==> src/rchit_pkg.sv <==
// Shared types and constants for the ray versus circle hit-time block.
`timescale 1ns / 1ps
package rchit_pkg;

  localparam int unsigned CfgIdxWidth = 2;

  localparam logic [CfgIdxWidth-1:0] CFG_CENTER_X        = 2'd0;
  localparam logic [CfgIdxWidth-1:0] CFG_CENTER_Y        = 2'd1;
  localparam logic [CfgIdxWidth-1:0] CFG_OBSTACLE_RADIUS = 2'd2;

  localparam int unsigned TimeWidth = 32;

  // Control flags that travel with an item along the cell chains.
  typedef struct packed {
    logic valid;
    logic hit;
    logic overlap;
    logic den_zero;
  } ctl_t;

endpackage

==> src/rchit_sqrt_cell.sv <==
// One cell of the square-root chain: settles one root bit per item.
`timescale 1ns / 1ps
module rchit_sqrt_cell #(
  parameter int unsigned QW    = 96,
  parameter int unsigned SW    = 48,
  parameter int unsigned SIDEW = 100
) (
  input  logic                 clk_i,
  input  logic                 rst_ni,
  input  rchit_pkg::ctl_t      ctl_i,
  input  logic [QW-1:0]        n_i,
  input  logic [SW+2:0]        rem_i,
  input  logic [SW-1:0]        root_i,
  input  logic [SIDEW-1:0]     side_i,
  output rchit_pkg::ctl_t      ctl_o,
  output logic [QW-1:0]        n_o,
  output logic [SW+2:0]        rem_o,
  output logic [SW-1:0]        root_o,
  output logic [SIDEW-1:0]     side_o
);
  import rchit_pkg::*;

  localparam int unsigned RW = SW + 3;

  logic [RW-1:0] rem_sh;
  logic [RW-1:0] trial;
  logic          ge;

  always_comb begin
    rem_sh = {rem_i[RW-3:0], n_i[QW-1:QW-2]};
    trial  = {1'b0, root_i, 2'b01};
    ge     = rem_sh >= trial;
  end

  always_ff @(posedge clk_i or negedge rst_ni) begin
    if (!rst_ni) begin
      ctl_o <= '0;
    end else begin
      ctl_o <= ctl_i;
    end
  end

  always_ff @(posedge clk_i) begin
    n_o    <= {n_i[QW-3:0], 2'b00};
    rem_o  <= ge ? rem_sh - trial : rem_sh;
    root_o <= {root_i[SW-2:0], ge};
    side_o <= side_i;
  end

endmodule

==> config.mk <==
export PLATFORM = sky130hd
export DESIGN_NAME = rchit_sqrt_cell
export DESIGN_NICKNAME = d
export VERILOG_FILES = /design/src/rchit_pkg.sv /design/src/rchit_sqrt_cell.sv
export SDC_FILE = /design/constraint.sdc
export NUM_CORES = 1
export LEC_CHECK = 0
export BUFFER_PORTS_ARGS = -buffer_cell sky130_fd_sc_hd__buf_2
export CORE_AREA = 5 5 228 230
export DETAILED_ROUTE_END_ITERATION = 16
export DIE_AREA = 0 0 233 235
export GPL_TIMING_DRIVEN = 0
export PLACE_DENSITY = 0.52
export SYNTH_ARGS = -nofsm -noshare
export SYNTH_HDL_FRONTEND = slang
export SYNTH_SLANG_ARGS = --single-unit
export TNS_END_PERCENT = 20
==> constraint.sdc <==
create_clock -name clk_i -period 0.8 [get_ports clk_i]
set_input_delay 0.08 -clock clk_i [delete_from_list [all_inputs] [get_ports clk_i]]
set_output_delay 0.08 -clock clk_i [all_outputs]
set_load 0.02 [all_outputs]
==> metrics.md <==
| Metric | Value |
|---|---|
| CP Cell Sequence | buf_2, inv_1, ha_1, buf_6, nand4_1, o211ai_1, a21o_1, or4b_2, o21ba_4, nor2_8, clkinv_8, buf_6, mux2i_1, a311oi_2 |
| Final WL | about 57 mm |
| Status | finished with violations |
| Crit-path slowest cell | or4b_2 |
| Sequential area share after synthesis | about three fifths |
| Cell Rows | 82 |
| Antenna violations before repair | 21 |
| Pwr Density | 2070 nW/µm² |
| Buffers & Inverters on Critical Path | 5 |
| Switching share of power | 28.5% |
| Ys flop type | dfxtp_1 |
| Vias | between 10000 and 15000 |
| CTS Buffer Depth | 3 |
| Clock period minus worst slack | 2.26 ns |
| Hold/Removal Path Class | in -> reg |
| Yosys warning total | 0 |
| Post-synth EDFFs | 0 |
| Crit. End Element | flip-flop |
| CTS tree | yes |
| Int Power | roughly 32 mW |
| Final Max Slew Viols | 0 |
| Final WS setup | -1.46 ns |
| First-pass GRT wire length | just under 80 mm |
| Fmax achieved | around 440 MHz |
| Clock Power Share | between 30% and 40% |
| Largest net degree at the start of global routing | 14 |
| Initial Util | 19.9% |
| Max-cap viol count | 0 |
| Via/cell ratio | 4.24 |
| Die Ht | between 200 and 250 µm |
| Lkg Pwr | approximately 9.7 nW |
| Per-cell routed wire length | 21.7 µm |
| Critical Path RT | roughly 1.2 ns |
| Final worst path period share | 283% |
| Synth Register Bits | a little under 300 |
| Post-Syn Area per Cell | ~11 µm² |
| Pre-CTS setup slack | -3.08 ns |
| GRT Overall Usage | a little under a fifth |
| Syn-to-layout area delta | 120% |
| Total power | 45.0 mW |
| Grt ovf | 0 |
| Final Util | approximately 44% |
| Mapped Cells | a little over 900 |
| TritonRoute pass-1 iters | 7 |
| CP delay by family, top | compound AO/OA/AOI/OAI gates |
| Ys async rst share | 1.35% |
| RSZ-0062 raised after global routing | true |
| CP startpoint kind | primary input |
| Final ANT Viol Nets | 0 |
| Core ar. | 49700 µm² |
| Slew @ Worst Pin | a little over 0.5 ns |
| Vias in the first global route | around 12000 |
| Seq pwr share | roughly 38% |
| Ports | 600 |
| Final #Nets | 2246 |
| Post-DP HPWL | roughly 40 mm |
| Final hold slack | -0.146 ns |
| Top cell by count, worst path | buf_6 |
| Biggest cell delay along the critical path | a little under 0.6 ns |
| Mapped Area | approximately 9900 µm² |
| Post-synthesis cell type count | 70 |
| Clock slew at reported path FFs | about 0.06 ns |
| DIE AREA | 54800 µm² |
| Failing checks | hold timing, setup timing |
| Port Buffer Count | slightly below 600 |
| CTS root buf | clkbuf_16 |
| Most frequent cells in the layout | buf_6 (299), dlygate4sd3_1 (295), buf_2 (291) |
| VDD IR-drop max | roughly 1.6 mV |
| Most common cell after layout, fill and taps aside | buf_6 |
| Slew headroom | 65.8% |
| DR iter-0 viols | 368 |
| Final hold viol count | 4 |
| Combinational Power Share | roughly a quarter |
| GP Congestion | around 0.9 |
| Clock H-tree levels | 2 |
| NetSw | ~13 mW |
| Crit path max fanout | 10 |
| Total CTS buffers | 34 |
| Clk sinks | between 200 and 300 |
| Worst Setup Path Type | in -> reg |
| Final setup viols | between 300 and 400 |
| Die width | 233 µm |
| Share of layout cells above drive strength 1 | about 61% |
| Drt drc | 0 |
| Critical path arrival | 2.68 ns |
kinds of logic after synthesis:
| kind of cell | synth area share [%] |
|---|---|
| compound gates | 14.9 |
| other cells | 0.0379 |
| flops | 60.3 |
| mux | 0.101 |
| xor+xnor | 3.37 |
| buf+inv | 4.37 |
| simple gates | 10.6 |
| fa+ha+maj | 6.33 |
repair_timing:
| item | 4_1_cts | 5_1_grt |
|---|---|---|
| gates cloned | 4 | 2 |
| endpoints found under the setup margin | 349 | 349 |
| endpoints found under the hold margin | 300 | 4 |
| pin swaps | 58 | 15 |
| setup buffers | 49 | 7 |
| resized for setup | 588 | 538 |
| hold buffers | 294 | 1 |
final cells by class:
class	count	area [µm²]
tap	672	841
clock inverter	13	206
buffer	16	219
antenna	13	32.5
inverter	65	279
fill	4580	27900
timing repair buffer	949	8390
multi-input combinational	532	4480
clock buffer	46	947
sequential	297	6320
per-layer routing:
metal / part of all wire, % / wire length [µm] / track usage [%] / vias up
li1: - / - / - / 5141
met1: 35 / 20000 / 19.9 / 5316
met2: 52 / 29500 / 35.2 / 435
met3: 7.2 / 4060 / 5.26 / 131
met4: 5.1 / 2880 / 8.29 / 10
met5: 0.13 / 75 / 0 / -
flip-flops by register name, indices dropped and copies added, names as in the netlist:
signal  flops
root_o     48
ctl_o       4
side_o    100
rem_o      51
n_o        94
final timing paths:
kind | from | endpoint | slack (ns) | cells past startpoint
worst max-delay path | root_i[31] | rem_o[45] | -1.46 | 14
worst min-delay path | n_i[94] | rem_o[0] | -0.15 | 2
max in group asynchronous | rst_ni | ctl_o[2] | 0.02 | 3
min in group asynchronous | rst_ni | ctl_o[0] | 0.58 | 3
cells in the mapped netlist (9+ instances only):
library cell | count | area [µm²]
dfxtp_1 | 293 | 5870
a21oi_1 | 92 | 460
inv_1 | 64 | 240
nor2_1 | 61 | 229
nand2_1 | 58 | 218
ha_1 | 50 | 626
o21ai_0 | 44 | 220
a21o_1 | 22 | 165
xnor2_1 | 21 | 184
nand4_1 | 18 | 113
xor2_1 | 17 | 149
clkbuf_1 | 16 | 60.1
a31oi_1 | 10 | 62.6
nor3_1 | 10 | 50.1
o21bai_1 | 10 | 75.1
and3_1 | 9 | 56.3
through the flow:
step	instances	instance area (µm²)	hold slack [ns]	setup TNS [ns]
global placement	2193	13800	-0.0979	-134.89
finish	2603	21700	-0.146	-142.43
global route	2599	21700	-0.151	-159.73
CTS	2585	20200	-0.184	-156.36
detailed placement	2193	13800	-0.0975	-135.96
floorplan	926	9970	-0.216	-84.55
power by group through the flow:
stage	clock (mW)	combinational [mW]	sequential, mW
after floorplan	0	2.68	18.2
after global placement	0	7.62	16.6
after detailed placement	0	7.65	16.6
after CTS	16.6	10.9	16.6
after global routing	17.3	12.6	17.0
final	16.2	11.9	16.9
(Power assumes the default switching activity.)
