`config.mk`:
```
export PLATFORM = sky130hd
export DESIGN_NAME = rchit_div_cell
export DESIGN_NICKNAME = d
export VERILOG_FILES = /design/src/rchit_pkg.sv /design/src/rchit_div_cell.sv
export SDC_FILE = /design/constraint.sdc
export NUM_CORES = 1
export LEC_CHECK = 0
export BUFFER_PORTS_ARGS = -buffer_cell sky130_fd_sc_hd__buf_4
export CORE_AREA = 2 2 159 161
export DETAILED_ROUTE_END_ITERATION = 6
export DIE_AREA = 0 0 161 163
export GPL_ROUTABILITY_DRIVEN = 0
export PLACE_DENSITY_LB_ADDON = 0.12
export SLEW_MARGIN = 20
export SYNTH_ARGS = -nofsm -noshare
export SYNTH_HDL_FRONTEND = slang
export SYNTH_SLANG_ARGS = --single-unit
```
`constraint.sdc`:
```
create_clock -name clk_i -period 1.33 [get_ports clk_i]
set_clock_uncertainty 0.1 [all_clocks]
set_input_delay 0.0665 -clock clk_i [delete_from_list [all_inputs] [get_ports clk_i]]
set_output_delay 0.0665 -clock clk_i [all_outputs]
set_load 0.1 [all_outputs]
```
`src/rchit_pkg.sv`:
```
// Shared types and constants for the ray versus circle hit-time block.
`timescale 1ns / 1ps
package rchit_pkg;

  localparam int unsigned CfgIdxWidth = 2;

  localparam logic [CfgIdxWidth-1:0] CFG_CENTER_X        = 2'd0;
  localparam logic [CfgIdxWidth-1:0] CFG_CENTER_Y        = 2'd1;
  localparam logic [CfgIdxWidth-1:0] CFG_OBSTACLE_RADIUS = 2'd2;

  localparam int unsigned TimeWidth = 32;

  // Control flags that travel with an item along the cell chains.
  typedef struct packed {
    logic valid;
    logic hit;
    logic overlap;
    logic den_zero;
  } ctl_t;

endpackage

```
`src/rchit_div_cell.sv`:
```
// One cell of the restoring divider chain: settles one quotient bit per item.
`timescale 1ns / 1ps
module rchit_div_cell #(
  parameter int unsigned NW = 66,
  parameter int unsigned DW = 50
) (
  input  logic                               clk_i,
  input  logic                               rst_ni,
  input  rchit_pkg::ctl_t                    ctl_i,
  input  logic [NW-1:0]                      num_i,
  input  logic [DW-1:0]                      den_i,
  input  logic [DW-1:0]                      rem_i,
  input  logic [rchit_pkg::TimeWidth-1:0]    quo_i,
  input  logic                               ovf_i,
  output rchit_pkg::ctl_t                    ctl_o,
  output logic [NW-1:0]                      num_o,
  output logic [DW-1:0]                      den_o,
  output logic [DW-1:0]                      rem_o,
  output logic [rchit_pkg::TimeWidth-1:0]    quo_o,
  output logic                               ovf_o
);
  import rchit_pkg::*;

  logic [DW:0] rem_sh;
  logic [DW:0] diff;
  logic        ge;

  always_comb begin
    rem_sh = {rem_i, num_i[NW-1]};
    diff   = rem_sh - {1'b0, den_i};
    ge     = rem_sh >= {1'b0, den_i};
  end

  always_ff @(posedge clk_i or negedge rst_ni) begin
    if (!rst_ni) begin
      ctl_o <= '0;
    end else begin
      ctl_o <= ctl_i;
    end
  end

  // Quotient bits that fall off the top of the 32-bit window mark saturation.
  always_ff @(posedge clk_i) begin
    num_o <= {num_i[NW-2:0], 1'b0};
    den_o <= den_i;
    rem_o <= ge ? diff[DW-1:0] : rem_sh[DW-1:0];
    quo_o <= {quo_i[TimeWidth-2:0], ge};
    ovf_o <= ovf_i | quo_i[TimeWidth-1];
  end

endmodule

```
==> results of run 1 <==
-- timing repair --
item	CTS	global route
gates cloned	1	7
gates resized for setup	61	153
pin swaps	24	26
endpoints found under the setup margin	54	76
buffers inserted	6	20
hold buffers	193	8
hold endpoints to repair	205	12
-- metal layers --
layer	GRT usage (%)	wire, microns
met1	25.7	12700
met2	41.5	16800
met3	5.78	2200
met4	9.82	1140
met5	0	0
-- sequential cells by signal (all words and copies together), names as in the netlist --
signal and cells:
num_o 65, den_o 50, rem_o 50, quo_o 32, ctl_o 4, ovf_o 1
-- synth_stat cells (6+ instances only) --
| cell type | count |
|---|---|
| xor2_1 | 20 |
| o21ai_0 | 69 |
| nand4_1 | 14 |
| o211ai_1 | 7 |
| inv_1 | 65 |
| ha_1 | 50 |
| o21bai_1 | 12 |
| dfxtp_1 | 198 |
| nand3_1 | 14 |
| xnor2_1 | 22 |
| nand2_1 | 84 |
| and3_1 | 8 |
| nor2_1 | 25 |
| a31oi_1 | 7 |
| a21oi_1 | 64 |
| a21o_1 | 22 |
| clkbuf_1 | 10 |
| nor4_1 | 6 |
| buf_2 | 8 |
| nor3_1 | 9 |
-- metrics by stage --
step | hold slack (ns) | std cells
global route | -0.429 | 1977
floorplan | -0.329 | 799
CTS | -0.442 | 1938
detailed placement | -0.236 | 1699
finish | -0.415 | 1977
global placement | -0.236 | 1699
-- cell type report --
cell class / instances / area, sq um
multi-input cells: 506 / 4150
diodes: 5 / 12.5
clock inverters: 11 / 169
inverters: 65 / 272
clock buffers: 28 / 614
repair buffers: 830 / 7150
well taps: 330 / 413
flip-flops and latches: 202 / 4060
fillers: 1911 / 7840
-- path summary, 6_finish.rpt --
check	from	endpoint	slack, ns	cells past startpoint
worst max-delay path	num_i[65]	rem_o[48]	-0.90	14
worst min-delay path	den_i[0]	den_o[0]	-0.41	1
max in group asynchronous	rst_ni	ctl_o[0]	0.54	3
min in group asynchronous	rst_ni	ctl_o[1]	0.40	3
-- worst max-delay path, stage by stage --
cell and delay (ns):
buf_12 0.11, inv_12 0.04, ha_4 0.12, inv_2 0.03, fa_2 0.34, a211oi_2 0.22, o211ai_1 0.17, nand4_1 0.14
a21oi_2 0.08, or3_4 0.35, a211o_4 0.40, a211oi_2 0.21, xor2_1 0.17, o21ai_1 0.07
-- cell families (layout without fill, tap and decap cells) --
| family | Yosys count | count (layout) | synth area share [%] |
|---|---|---|---|
| AO/OA/AOI/OAI | 216 | 216 | 17.1 |
| adder cells (fa/ha/maj) | 51 | 51 | 8.24 |
| AND/OR/NAND/NOR | 190 | 190 | 12.0 |
| buffers and inverters | 91 | 934 | 5.19 |
| XOR/XNOR | 42 | 42 | 4.70 |
| other | 1 | 6 | 0.0479 |
| flip-flops | 202 | 202 | 51.9 |
| multiplexers | 6 | 6 | 0.894 |
-- report_power, final --
group          total (uW)  leakage, uW  internal (uW)  switching (uW)
logic               10100      0.00591           3490            6590
registers            6830      0.00172           6650             186
clock network        6660     0.000383           4060            2600
==> results.cfg, run 1 <==
[route]
ant_nets = 0
routed_wl_microns = 32900
drtIter0Drc = 308
dr.pass1.iters = 4
drt-vias-per-instance = 4.51
wire_per_inst_microns = 16.6
vias = 8913
remaining_drc_errors = 0

[clock_tree]
path_clk_slew_ns = 0.06
numCtsBuffers = 23
cts_tree = done
root_buffer = clkbuf_16
htree_levels = 1
clock-sinks = 202
clock_path_buffers = 3

[grt]
grt_pass1_vias = 8996
grtUsageTotal_pct = 23.0
grt_pass1_wl_microns = 47600
grt_remaining_overflow = 0
antenna_found_initial = 5
grt_max_degree = 19

[sta]
min_period_over_period_pct = 167
drv_slew = 0
finalWorstSetupSlack_ns = -0.897
fmax_ghz = 0.449
fin_setup_tns_ns = -38.15
grt_setup_unrepaired = yes
whs_ns = -0.415
finalHoldViolCount = 7
fin_crit_ns = 2.23
finalSetupViolations = 51

[pwr]
p_leak_uw = 0.00801
power_uw = 23600
power_density_mw_per_mm2 = 1400
vdd_drop_max_mv = 1.18

[critical_path]
crit_arrival_ns = 2.53
crit_required_ns = 1.63
path_max_fanout = 6
end_kind = flip-flop
criticalPathCategory = input port to flip-flop
start_kind = input port

[logic_synthesis]
synth_top_cell_by_area = dfxtp_1
synth_area_leaders = dfxtp_1, ha_1, o21ai_0
synth-edff-count = 0
synth_cell_types = 72
synth.yosys.warnings = 0
syn_area_sq_mm = 0.00783
synth-seq-cells = 202
ys_seq_area_share_pct = 51.9
ys.flop_type = dfxtp_1
netlist_instances = 799
synth_top_area_share_pct = 50.6
avgSynthCellArea_sq_um = 9.80
syn_nets = 1055
ys_async_sr_fraction_pct = 1.98

[status]
violations = hold timing, setup timing
outcome = finished with violations

[flow_run]
maxCapViolCount = 0

[floorplanning]
start_util_pct = 31.7
die_h_microns = 163
die_area_sq_mm = 0.0262
io-pin-count = 408
placementRows = 58
core_sq_mm = 0.0247
die_w_microns = 161

[layout]
layout.nets = 1884
final_common_cell = buf_4
drive_above_1_share_pct = 50.1
final_cell_area_sq_mm = 0.0168
final_util_pct = 68.2
final_cell_mix = buf_4, dlygate4sd3_1, dfxtp_1
area_growth_pct = 115

[hold_path]
min_path_type = input port to flip-flop

[place]
dp_hpwl_microns = 22600
dp_slack_ns = -1.56
port_buffers = 406
dpl_cell_area_sq_mm = 0.0128
No activity file was read; power rests on OpenSTA's default activity.
==> run 2, diff against run 1 <==
--- a/config.mk
+++ b/config.mk
@@ -6,9 +6,9 @@
 export NUM_CORES = 1
 export LEC_CHECK = 0
 export BUFFER_PORTS_ARGS = -buffer_cell sky130_fd_sc_hd__buf_4
-export CORE_AREA = 2 2 159 161
+export CORE_AREA = 5 5 155 157
 export DETAILED_ROUTE_END_ITERATION = 6
-export DIE_AREA = 0 0 161 163
+export DIE_AREA = 0 0 160 162
 export GPL_ROUTABILITY_DRIVEN = 0
 export PLACE_DENSITY_LB_ADDON = 0.12
 export SLEW_MARGIN = 20
==> results.cfg, run 2 (same netlist as run 1, synthesis figures left out) <==
[critical_path]
start_kind = input port
path_max_fanout = 6
crit_start = num_i[65]
crit_required_ns = 1.65
criticalPathCategory = input port to flip-flop
critPathCapture = rem_o[48]
end_kind = flip-flop
crit_arrival_ns = 2.52

[layout]
final_cell_mix = buf_4, dlygate4sd3_1, dfxtp_1
final_cell_area_sq_mm = 0.0172
area_growth_pct = 120
final_common_cell = buf_4
reg.largest.list = num_o: 65 flops, den_o: 50 flops, rem_o: 50 flops
layout.nets = 1874
largest_register = num_o
largest_reg_flops = 65
drive_above_1_share_pct = 52.5

[grt]
grt_pass1_vias = 9571
grt_use_met2_pct = 49.1
grtUsageTotal_pct = 26.5
grt_remaining_overflow = 0
grt_pass1_wl_microns = 54700
grt_use_met1_pct = 29.0
antenna_found_initial = 3
grt_util_met3_pct = 6.95
grt_max_degree = 15
top_usage_layer = met2

[route]
ant_nets = 0
wire_per_inst_microns = 19.5
dr.pass1.iters = 5
drtIter0Drc = 336
routed_wl_microns = 37500
vias = 9106
remaining_drc_errors = 0
drt-vias-per-instance = 4.74

[floorplanning]
core_sq_mm = 0.0224
die_w_microns = 160
placementRows = 55
die_area_sq_mm = 0.0259
die_h_microns = 162
io-pin-count = 408
start_util_pct = 35.0

[sta]
finalSetupViolations = 51
drv_slew = 0
whs_ns = -0.422
fmax_ghz = 0.454
grt_setup_unrepaired = yes
fin_crit_ns = 2.20
min_period_over_period_pct = 166
finalWorstSetupSlack_ns = -0.874
finalHoldViolCount = 12

[clock_tree]
numCtsBuffers = 23
cts_tree = done
path_clk_slew_ns = 0.06
clock-sinks = 202
htree_levels = 1
clock_path_buffers = 3
root_buffer = clkbuf_16

[place]
dp_hpwl_microns = 24500
port_buffers = 406
dpl_cell_area_sq_mm = 0.0127

[hold_path]
min_path_type = input port to flip-flop

[flow_run]
maxCapViolCount = 0

[pwr]
vdd_drop_max_mv = 1.14
p_leak_uw = 0.00811
power_density_mw_per_mm2 = 1370

[status]
outcome = finished with violations
violations = hold timing, setup timing
[run 2: cell count changes in the layout (fill, tap and decap cells not counted), sizes merged]
cell         previous run  this run
bufinv                  4         0
clkbuf                 34        31
clkinv                  4         7
clkinvlp                1         2
diode                   5         3
dlygate4sd3           201       197
inv                    67        65
[run 2: how the worst min path moves through the flow]
| stage | depth (start not counted) | from | endpoint | slack (ns) |
|---|---|---|---|---|
| final | 1 | den_i[0] | den_o[0] | -0.42 |
| after global routing | 1 | den_i[0] | den_o[0] | -0.44 |
| after CTS | 1 | den_i[21] | den_o[21] | -0.46 |
| after detailed placement | 1 | rst_ni | ctl_o[0] | -0.23 |
| after global placement | 1 | rst_ni | ctl_o[2] | -0.24 |
| after floorplan | 0 | rst_ni | ctl_o[0] | -0.33 |
[run 2: report_power, final]
part | switching [uW] | internal, uW
clock | 2640 | 3540
sequential | 241 | 6650
combinational | 6800 | 3700
[run 2: final cells by class]
| class | instances | area [sq um] |
|---|---|---|
| clock buffers | 31 | 666 |
| diodes | 3 | 7.51 |
| multi-input cells | 506 | 4400 |
| repair buffers | 820 | 7360 |
| fillers | 1412 | 5160 |
| flip-flops and latches | 202 | 4070 |
| clock inverters | 9 | 76.3 |
| well taps | 285 | 357 |
| inverters | 65 | 277 |
[run 2: what timing repair did]
action                                 CTS  global route
gates resized for setup                186           162
endpoints found under the hold margin  205            21
cloned                                  10             0
setup endpoints to repair               71           129
hold buffers                           187            10
pin swaps                               55            43
setup buffers                           23            11
[run 2: critical path, cell delays in order]
cell and delay [ns]:
buf_12 0.11, inv_12 0.04, ha_4 0.14, inv_2 0.04, fa_2 0.34, a211oi_2 0.21, o211ai_1 0.16, nand4_1 0.17
a21oi_2 0.08, or3_4 0.34, a211o_4 0.39, a211oi_2 0.20, xor2_1 0.16, o21ai_1 0.07
[run 2: stage by stage]
step | setup WS [ns] | utilization (%) | TNS (ns) | power (uW) | instances
2_1_floorplan | -1.19 | - | -44.96 | 13000 | 799
3_3_place_gp | -1.48 | 56.6 | -64.04 | 15600 | 1642
3_5_place_dp | -1.52 | 56.6 | -67.07 | 15600 | 1642
4_1_cts | -0.811 | 73.4 | -33.28 | 23200 | 1901
5_1_grt | -0.992 | 76.9 | -41.87 | 24400 | 1921
6_report | -0.874 | 76.9 | -35.63 | 23600 | 1921
[run 2: routing by layer]
| metal | wire, microns | part of all wire, % |
|---|---|---|
| met5 | 0 | 0 |
| met4 | 1840 | 4.9 |
| met3 | 2450 | 6.5 |
| met2 | 19300 | 52 |
| met1 | 13900 | 37 |
